`src/hw/rtl/pxarp_pkg.sv`:
```
`default_nettype none

package pxarp_pkg;

	// Frame layout
	localparam int ETH_HDR   = 14;
	localparam int ARP_LEN   = 28;
	localparam int IP_MIN    = 20;
	localparam int REPLY_LEN = 42;
	localparam int SCAN_LEN  = ETH_HDR + ARP_LEN;
	localparam int IDX_W     = 6;

	localparam logic [15:0] TYPE_IP   = 16'h0800;
	localparam logic [15:0] TYPE_ARP  = 16'h0806;
	localparam logic [15:0] HTYPE_ETH = 16'h0001;
	localparam logic [15:0] OP_REQ    = 16'h0001;
	localparam logic [15:0] OP_REPLY  = 16'h0002;
	localparam logic [7:0]  HLEN_ETH  = 8'd6;
	localparam logic [7:0]  PLEN_IP   = 8'd4;
	localparam logic [3:0]  IP_VER4   = 4'd4;

	// Register indexes on the configuration port
	localparam logic [1:0] REG_GW_MAC = 2'd0;
	localparam logic [1:0] REG_GW_IP  = 2'd1;
	localparam logic [1:0] REG_MASK   = 2'd2;
	localparam logic [1:0] REG_DNS_IP = 2'd3;

	typedef enum logic [2:0] {
		ST_RX,
		ST_SCAN,
		ST_FLUSH,
		ST_DECIDE,
		ST_REPLY
	} state_t;

	function automatic logic [7:0] mac_byte(input logic [47:0] mac, input logic [2:0] i);
		logic [5:0] sh;
		sh = {3'(3'd5 - i), 3'b000};
		return 8'(mac >> sh);
	endfunction

	function automatic logic [7:0] word_byte(input logic [31:0] w, input logic [1:0] i);
		logic [4:0] sh;
		sh = {2'(2'd3 - i), 3'b000};
		return 8'(w >> sh);
	endfunction

	// Byte idx of the ARP reply frame, destination MAC first
	function automatic logic [7:0] reply_byte(
		input logic [IDX_W-1:0] idx,
		input logic [47:0]      sha,
		input logic [47:0]      gmac,
		input logic [31:0]      tip,
		input logic [31:0]      sip
	);
		logic [7:0] b;
		b = 8'h00;
		case (idx) inside
			[6'd0:6'd5]:   b = mac_byte(sha, 3'(idx));
			[6'd6:6'd11]:  b = mac_byte(gmac, 3'(idx - 6'd6));
			6'd12:         b = TYPE_ARP[15:8];
			6'd13:         b = TYPE_ARP[7:0];
			6'd14:         b = HTYPE_ETH[15:8];
			6'd15:         b = HTYPE_ETH[7:0];
			6'd16:         b = TYPE_IP[15:8];
			6'd17:         b = TYPE_IP[7:0];
			6'd18:         b = HLEN_ETH;
			6'd19:         b = PLEN_IP;
			6'd20:         b = OP_REPLY[15:8];
			6'd21:         b = OP_REPLY[7:0];
			[6'd22:6'd27]: b = mac_byte(gmac, 3'(idx - 6'd22));
			[6'd28:6'd31]: b = word_byte(tip, 2'(idx - 6'd28));
			[6'd32:6'd37]: b = mac_byte(sha, 3'(idx - 6'd32));
			[6'd38:6'd41]: b = word_byte(sip, 2'(idx - 6'd38));
			default:       b = 8'h00;
		endcase
		return b;
	endfunction

endpackage

`default_nettype wire

```
`src/hw/rtl/proxy_arp_responder_top.sv`:
```
`default_nettype none
// Proxy ARP responder: one guest frame byte per cycle while receiving.
// After the final byte, s_tready drops for a scan over the single read port of the
// header memory, a flush state and a decision state. If the frame earns a reply, it
// then streams 42 bytes at one per cycle while the sink is ready, and s_tready stays
// low until the 42nd reply byte is loaded.
// Reset (arst_n low) clears control, configuration and the guest address at once;
// the header memory is not cleared.
module proxy_arp_responder_top #(
	parameter int HEADER_BYTES = 42
) (
	input  wire logic        clk,
	input  wire logic        arst_n,
	// APB configuration port
	input  wire logic        psel,
	input  wire logic        penable,
	input  wire logic        pwrite,
	input  wire logic [4:0]  paddr,
	input  wire logic [63:0] pwdata,
	output logic      [63:0] prdata,
	output logic             pready,
	// Guest frame stream
	input  wire logic        s_tvalid,
	output logic             s_tready,
	input  wire logic [7:0]  s_tdata,  // [7:0] frame_byte
	input  wire logic        s_tlast,  // frame_end
	input  wire logic        s_tuser,  // [0] target_leased
	// Reply stream
	output logic             m_tvalid,
	input  wire logic        m_tready,
	output logic      [7:0]  m_tdata,  // [7:0] reply_byte
	output logic             m_tlast   // reply_end
);

	localparam int CW = $clog2(HEADER_BYTES + 1);
	localparam int AW = $clog2(HEADER_BYTES);
	localparam int IW = pxarp_pkg::IDX_W;

	// Configuration registers
	logic [47:0] gw_mac_q;
	logic [31:0] gw_ip_q;
	logic [31:0] mask_q;
	logic [31:0] dns_ip_q;

	logic cfg_wr;
	assign cfg_wr = psel && penable && pwrite;
	assign pready = 1'b1;

	always_ff @(posedge clk or negedge arst_n) begin
		if (!arst_n) begin
			gw_mac_q <= '0;
			gw_ip_q  <= '0;
			mask_q   <= '0;
			dns_ip_q <= '0;
		end else if (cfg_wr) begin
			unique case (paddr[4:3])
				pxarp_pkg::REG_GW_MAC: gw_mac_q <= pwdata[47:0];
				pxarp_pkg::REG_GW_IP:  gw_ip_q  <= pwdata[31:0];
				pxarp_pkg::REG_MASK:   mask_q   <= pwdata[31:0];
				pxarp_pkg::REG_DNS_IP: dns_ip_q <= pwdata[31:0];
				default: ;
			endcase
		end
	end

	always_comb begin
		unique case (paddr[4:3])
			pxarp_pkg::REG_GW_MAC: prdata = {16'h0000, gw_mac_q};
			pxarp_pkg::REG_GW_IP:  prdata = {32'h0, gw_ip_q};
			pxarp_pkg::REG_MASK:   prdata = {32'h0, mask_q};
			pxarp_pkg::REG_DNS_IP: prdata = {32'h0, dns_ip_q};
			default:               prdata = '0;
		endcase
	end

	// Control state
	pxarp_pkg::state_t state_q, state_d;

	logic [CW-1:0] count_q;     // bytes of the current frame, saturating
	logic [CW-1:0] len_q;       // length of the frame under classification
	logic          leased_q;
	logic [IW-1:0] rd_idx_q;    // scan address
	logic [IW-1:0] tx_idx_q;    // reply byte index
	logic [31:0]   guest_ip_q;

	logic          in_xact;
	logic          stored;
	logic [CW-1:0] count_next;
	logic          rd_en;
	logic          scan_last;
	logic          tx_load;
	logic          tx_last;
	logic          do_reply;
	logic          learn;
	logic [31:0]   guest_new;

	assign in_xact    = s_tvalid && s_tready;
	assign stored     = count_q < CW'(HEADER_BYTES);
	assign count_next = stored ? CW'(count_q + 1'b1) : count_q;
	assign scan_last  = rd_idx_q == IW'(pxarp_pkg::SCAN_LEN - 1);
	assign tx_last    = tx_idx_q == IW'(pxarp_pkg::REPLY_LEN - 1);

	always_comb begin
		state_d  = state_q;
		s_tready = 1'b0;
		rd_en    = 1'b0;
		tx_load  = 1'b0;
		unique case (state_q)
			pxarp_pkg::ST_RX: begin
				s_tready = 1'b1;
				if (in_xact && s_tlast) state_d = pxarp_pkg::ST_SCAN;
			end
			pxarp_pkg::ST_SCAN: begin
				rd_en = 1'b1;
				if (scan_last) state_d = pxarp_pkg::ST_FLUSH;
			end
			pxarp_pkg::ST_FLUSH: state_d = pxarp_pkg::ST_DECIDE;
			pxarp_pkg::ST_DECIDE: state_d = do_reply ? pxarp_pkg::ST_REPLY : pxarp_pkg::ST_RX;
			pxarp_pkg::ST_REPLY: begin
				tx_load = !m_tvalid || m_tready;
				if (tx_load && tx_last) state_d = pxarp_pkg::ST_RX;
			end
			default: state_d = pxarp_pkg::ST_RX;
		endcase
	end

	always_ff @(posedge clk or negedge arst_n) begin
		if (!arst_n) begin
			state_q  <= pxarp_pkg::ST_RX;
			count_q  <= '0;
			len_q    <= '0;
			leased_q <= 1'b0;
			rd_idx_q <= '0;
			tx_idx_q <= '0;
		end else begin
			state_q <= state_d;
			if (in_xact) begin
				// Hold the final length and leased flag for the scan, restart the count
				if (s_tlast) begin
					count_q  <= '0;
					len_q    <= count_next;
					leased_q <= s_tuser;
					rd_idx_q <= '0;
				end else begin
					count_q <= count_next;
				end
			end
			if (rd_en) rd_idx_q <= IW'(rd_idx_q + 1'b1);
			if (state_q == pxarp_pkg::ST_DECIDE) tx_idx_q <= '0;
			else if (tx_load) tx_idx_q <= IW'(tx_idx_q + 1'b1);
		end
	end

	// Header memory: one write port fed by the stream, one registered read port
	// swept by the scan
	logic [7:0]    hdr_mem [HEADER_BYTES];
	logic [7:0]    rd_data_s1;
	logic [IW-1:0] rd_idx_s1;
	logic          rd_vld_s1;

	always_ff @(posedge clk) begin
		if (in_xact && stored) hdr_mem[count_q[AW-1:0]] <= s_tdata;
		if (rd_en) rd_data_s1 <= hdr_mem[AW'(rd_idx_q)];
		rd_idx_s1 <= rd_idx_q;
	end

	always_ff @(posedge clk or negedge arst_n) begin
		if (!arst_n) rd_vld_s1 <= 1'b0;
		else         rd_vld_s1 <= rd_en;
	end

	// Header fields, shifted in big-endian as the scan returns bytes
	logic [15:0] etype_q;
	logic [3:0]  ipver_q;
	logic [31:0] ipsrc_q;
	logic [15:0] htype_q;
	logic [15:0] ptype_q;
	logic [7:0]  hlen_q;
	logic [7:0]  plen_q;
	logic [15:0] op_q;
	logic [47:0] sha_q;
	logic [31:0] sip_q;
	logic [31:0] tip_q;

	always_ff @(posedge clk) begin
		if (rd_vld_s1) begin
			if (rd_idx_s1 == IW'(pxarp_pkg::ETH_HDR)) ipver_q <= rd_data_s1[7:4];
			// IPv4 source address sits at bytes 26 to 29
			if (rd_idx_s1 >= IW'(26) && rd_idx_s1 <= IW'(29))
				ipsrc_q <= {ipsrc_q[23:0], rd_data_s1};
			case (rd_idx_s1) inside
				[6'd12:6'd13]: etype_q <= {etype_q[7:0], rd_data_s1};
				[6'd14:6'd15]: htype_q <= {htype_q[7:0], rd_data_s1};
				[6'd16:6'd17]: ptype_q <= {ptype_q[7:0], rd_data_s1};
				6'd18:         hlen_q  <= rd_data_s1;
				6'd19:         plen_q  <= rd_data_s1;
				[6'd20:6'd21]: op_q    <= {op_q[7:0], rd_data_s1};
				[6'd22:6'd27]: sha_q   <= {sha_q[39:0], rd_data_s1};
				[6'd28:6'd31]: sip_q   <= {sip_q[23:0], rd_data_s1};
				[6'd38:6'd41]: tip_q   <= {tip_q[23:0], rd_data_s1};
				default: ;
			endcase
		end
	end

	// Classification
	logic len_eth, len_ip, len_arp, ip_learn, arp_ok, proxied;

	always_comb begin
		len_eth  = len_q >= CW'(pxarp_pkg::ETH_HDR);
		len_ip   = len_q >= CW'(pxarp_pkg::ETH_HDR + pxarp_pkg::IP_MIN);
		len_arp  = len_q >= CW'(pxarp_pkg::ETH_HDR + pxarp_pkg::ARP_LEN);
		ip_learn = len_eth && len_ip && etype_q == pxarp_pkg::TYPE_IP &&
		           ipver_q == pxarp_pkg::IP_VER4;
		arp_ok   = len_eth && len_arp && etype_q == pxarp_pkg::TYPE_ARP &&
		           htype_q == pxarp_pkg::HTYPE_ETH && ptype_q == pxarp_pkg::TYPE_IP &&
		           hlen_q == pxarp_pkg::HLEN_ETH && plen_q == pxarp_pkg::PLEN_IP;
		// A nonzero ARP sender teaches the guest address before the target check
		guest_new = guest_ip_q;
		learn     = 1'b0;
		if (ip_learn) begin
			guest_new = ipsrc_q;
			learn     = 1'b1;
		end else if (arp_ok && sip_q != 32'h0) begin
			guest_new = sip_q;
			learn     = 1'b1;
		end
		proxied  = (tip_q & mask_q) == (gw_ip_q & mask_q) ||
		           tip_q == gw_ip_q || tip_q == dns_ip_q;
		do_reply = arp_ok && op_q == pxarp_pkg::OP_REQ && tip_q != sip_q &&
		           tip_q != guest_new && !leased_q && proxied;
	end

	always_ff @(posedge clk or negedge arst_n) begin
		if (!arst_n) guest_ip_q <= '0;
		else if (state_q == pxarp_pkg::ST_DECIDE && learn) guest_ip_q <= guest_new;
	end

	// Output register: advance the reply while the sink takes bytes
	logic       m_tvalid_q;
	logic [7:0] m_tdata_q;
	logic       m_tlast_q;

	always_ff @(posedge clk or negedge arst_n) begin
		if (!arst_n) begin
			m_tvalid_q <= 1'b0;
		end else if (tx_load) begin
			m_tvalid_q <= 1'b1;
		end else if (m_tready) begin
			m_tvalid_q <= 1'b0;
		end
	end

	always_ff @(posedge clk) begin
		if (tx_load) begin
			m_tdata_q <= pxarp_pkg::reply_byte(tx_idx_q, sha_q, gw_mac_q, tip_q, sip_q);
			m_tlast_q <= tx_last;
		end
	end

	assign m_tvalid = m_tvalid_q;
	assign m_tdata  = m_tdata_q;
	assign m_tlast  = m_tlast_q;

endmodule

`default_nettype wire

```
`config.mk`:
```
export PLATFORM = sky130hd
export DESIGN_NAME = proxy_arp_responder_top
export DESIGN_NICKNAME = d
export VERILOG_FILES = /design/src/hw/rtl/pxarp_pkg.sv /design/src/hw/rtl/proxy_arp_responder_top.sv
export SDC_FILE = /design/constraint.sdc
export NUM_CORES = 1
export LEC_CHECK = 0
export BUFFER_PORTS_ARGS = -buffer_cell sky130_fd_sc_hd__buf_2
export CAP_MARGIN = 20
export CORE_MARGIN = 2
export CORE_UTILIZATION = 30
export DETAILED_ROUTE_END_ITERATION = 8
export GPL_TIMING_DRIVEN = 0
export PLACE_DENSITY_LB_ADDON = 0.1
export SLEW_MARGIN = 20
export SYNTH_ARGS = -nofsm -noshare
export SYNTH_HDL_FRONTEND = slang
export SYNTH_SLANG_ARGS = --single-unit
```
`constraint.sdc`:
```
create_clock -name clk -period 3.96 [get_ports clk]
set_clock_uncertainty 0.1 [all_clocks]
set_input_delay 0.198 -clock clk [delete_from_list [all_inputs] [get_ports clk]]
set_output_delay 0.198 -clock clk [all_outputs]
set_load 0.005 [all_outputs]
```
==> summary.log <==
INFO  logic_synthesis syn_area_per_cell=15.86um^2
INFO  timing         final_number_of_setup_violating_endpoints=0
INFO  clock_tree     htreeDepth=3
INFO  floorplan      dieWidth=343.1um
INFO  clock_tree     cts-root-buf=clkbuf_16
INFO  floorplan      die_h=343.1um
INFO  drt            vias_per_cell=5.096
INFO  floorplan      floorplan.io_pins=162
INFO  logic_synthesis synth_warnings=0
INFO  drt            initialDrtViolationCount=1798
INFO  critical_path  worst_setup_path_startpoint=rd_idx_q[1]$_DFFE_PN0P_
INFO  critical_path  crit_fanout=10
INFO  logic_synthesis netlist_area=0.03449mm^2
INFO  logic_synthesis post_synth_num_cell_types=67
INFO  timing         final_period_minus_worst_setup_slack=3.763ns
INFO  timing         slew_violations=0
INFO  clock_tree     clkSinkCount=792
INFO  status         status=completed
INFO  clock_tree     number_of_buffers_added_by_the_clock_tree_synthesis_step=95
INFO  timing         hold_viol=0
INFO  final_layout   drive_above_1_share=25.64%
INFO  logic_synthesis synth_enable_flop_cells=581
INFO  min_path       hp-start=penable
INFO  floorplan      core-area=0.1142mm^2
INFO  global_routing maximum_number_of_pins_on_one_net_before_global_route_repair=81
INFO  timing         rsz0062_at_grt=yes
INFO  logic_synthesis yosys_most_used_dff=edfxtp_1
INFO  final_layout   nets=2590
INFO  drt            finalWirelength=111.7mm
INFO  timing         post-route-period-util=95.02%
INFO  final_layout   finalCoreUtilization=36.17%
INFO  timing         worst_slew_margin_rel=26.72%
INFO  power          leakage_power=0.01443uW
INFO  clock_tree     worst_skew_pair.late_latency=0.68ns
INFO  clock_tree     tritoncts=built
INFO  drt            num_vias=20840
INFO  critical_path  worstSetupStartpointType=register
INFO  drt            antenna_nets_post_route=0
INFO  global_routing grt_usage=18.98%
INFO  clock_tree     path_clk_slew=0.06ns
INFO  timing         fin_tns_setup=0ns
INFO  floorplan      placement_rows=124
INFO  global_routing gr-total-overflow=0
INFO  global_routing grt_pass1_wl=160.3mm
INFO  placement      detailed_place_hpwl=78.27mm
INFO  timing         hold_slack=0.07108ns
INFO  drt            drt_pre_antenna_iters=5
INFO  critical_path  worst_r2r_startpoint=rd_idx_q[1]$_DFFE_PN0P_
INFO  logic_synthesis synthesis.instances=2175
INFO  logic_synthesis yosys_register_bits=792
INFO  global_routing number_of_global_route_vias_before_repair=21590
INFO  critical_path  worstSetupPathType=register to register
INFO  drt            routed_wirelength_normalized_by_instance_count=27.32um
INFO  placement      io_buffer_count=123
INFO  power          vdd.ir_drop.worst=0.3483mV
INFO  floorplan      fp.dieArea=0.1177mm^2
INFO  floorplan      start_util=30.20%
INFO  placement      routabilityCongestion=0.9075
INFO  min_path       min_path_type=input pin to register
INFO  critical_path  worst-endpoint-arrival=4.07ns
INFO  logic_synthesis ys_async_sr_fraction=25.88%
INFO  timing         max_slew.worst_pin.slew=1.099ns
INFO  global_routing antenna_found_initial=4
INFO  timing         clock.fmax=265.8MHz
INFO  placement      dp_slack=-0.7833ns
INFO  critical_path  worst-endpoint-required=4.27ns
INFO  power          powerDensity=581.0mW/mm^2
INFO  critical_path  critical_path.endpoint_type=register
INFO  power          fin_total_pwr=23990uW
INFO  final_layout   synthToLayoutAreaGrowth=19.75%
INFO  timing         final.setup.worst_slack=0.1972ns
INFO  drt            route.detailed.drc=0
INFO  clock_tree     clock_tree_buf_depth=3
INFO  run            maxCapViolations=0
INFO  logic_synthesis sequential_fraction_of_the_synthesis_area=65.81%
metrics by stage:
step | std cells | instance area [um^2]
floorplan | 2190 | 34550
global placement | 3825 | 37050
detailed placement | 3847 | 37390
CTS | 4084 | 41250
global route | 4086 | 41290
finish | 4089 | 41300
layout make-up:
| type | count | area (um^2) |
|---|---|---|
| fillers | 11010 | 72890 |
| multi-input cells | 1192 | 11060 |
| well taps | 1512 | 1892 |
| plain buffers | 150 | 690.7 |
| clock buffers | 124 | 2557 |
| repair buffers | 207 | 1511 |
| inverters | 56 | 210.2 |
| diodes | 3 | 7.507 |
| flip-flops and latches | 792 | 22700 |
| clock inverters | 53 | 673.1 |
worst paths after layout:
kind / end / slack [ns] / cells after the start
setup / recovery: rd_data_s1[7]$_DFFE_PP_ / 0.20 / 7
hold reg to reg: rd_idx_s1[5]$_DFF_P_ / 0.30 / 0
setup reg to reg: rd_data_s1[7]$_DFFE_PP_ / 0.20 / 7
hold / removal: mask_q[31]$_DFFE_PN0P_ / 0.07 / 4
min in group asynchronous: m_tvalid$_DFFE_PN0P_ / 0.54 / 4
max in group asynchronous: mask_q[12]$_DFFE_PN0P_ / 2.38 / 5
cells in the mapped netlist, drive strengths merged, types with 3 or more instances:
cell type,number,area share [%]
nand4,32,0.58
ha,10,0.36
and2,20,0.36
a22oi,17,0.37
o2bb2ai,3,0.076
xor2,117,3.0
mux2i,41,1.2
clkbuf,91,0.99
buf,59,0.94
and3,5,0.091
nand3b,8,0.17
a222oi,4,0.12
o22ai,43,0.78
o211ai,10,0.22
nor4b,12,0.30
or2,3,0.054
xnor2,29,0.74
a31oi,5,0.091
dfrtp,205,15
and4,3,0.076
inv,56,0.61
a22o,3,0.076
o21ai,57,0.83
nor2,125,1.4
nand2b,21,0.38
o2111ai,6,0.15
nor2b,10,0.18
nand3,24,0.38
nor3,12,0.17
o221ai,12,0.30
nand2,61,0.66
o31ai,4,0.087
or3,4,0.073
mux2,152,5.0
a21oi,71,1.0
edfxtp,581,51
a221oi,7,0.20
mux4,160,10
dfxtp,6,0.35
nor4,55,1.0
o21a,6,0.13
critical path: stages, from the launching register on:
cell             delay [ns]
dfrtp_1                0.40
clkdlybuf4s15_1        0.75
clkbuf_1               0.58
buf_1                  0.64
mux4_2                 0.40
mux2_2                 0.31
o211ai_1               0.17
o21ai_0                0.12
state kept, by name (all words and copies together) (netlist names), 32 cells and up:
register	cells
ipsrc_q	32
tip_q	32
gw_mac_q	48
hdr_mem	336
mask_q	32
guest_ip_q	32
sha_q	48
dns_ip_q	32
sip_q	32
gw_ip_q	32
power breakdown:
part           switching, uW  internal [uW]
Clock                   3630           5370
Sequential               851           9720
Combinational           2410           2030
Total                   6880          17100
cells by family after synthesis:
family                     after synthesis  share of synthesized area (%)
DFF                                    792                          65.81
buffers and inverters                  206                          2.536
xor gates and xnor gates               146                          3.708
adders and majority gates               10                         0.3628
other                                    2                        0.02177
AOI/OAI and AO/OA                      265                          4.890
muxes                                  353                          16.60
and+or+nand+nor                        401                          6.073
what timing repair did:
item | CTS | global route
endpoints found under the setup margin | 9 | 4
endpoints found under the hold margin | 283 | 0
hold buffers | 60 | 0
gates resized for setup | 4 | 8
buffers inserted | 0 | 0
placed cells by master (no fill, tap or decap), types with 10 or more instances in the layout:
master and count:
edfxtp_1 581, dfrtp_1 205, mux4_2 160, mux2_2 152
buf_2 150, nor2_1 124, xor2_1 117, clkbuf_1 111
clkbuf_16 96, a21oi_1 70, nand2_1 61, dlygate4sd3_1 59
inv_1 56, o21ai_0 55, nor4_1 47, o22ai_1 43
mux2i_1 41, nand4_1 32, xnor2_1 29, buf_4 26
nand3_1 23, nand2b_1 21, clkinv_1 20, and2_1 19
buf_1 19, a22oi_1 17, conb_1 17, nor3_1 12
bufinv_16 12, o221ai_1 11, nor4b_1 11, nor2b_1 10
o211ai_1 10, ha_1 10
layer usage:
metal / up-vias / track usage [%] / wire length [um]
li1: 9091 / - / -
met1: 10980 / 25.62 / 49020
met2: 602 / 31.74 / 54670
met3: 164 / 2.626 / 4913
met4: 0 / 5.768 / 3102
met5: - / 0 / 0
(Power assumes the default switching activity.)
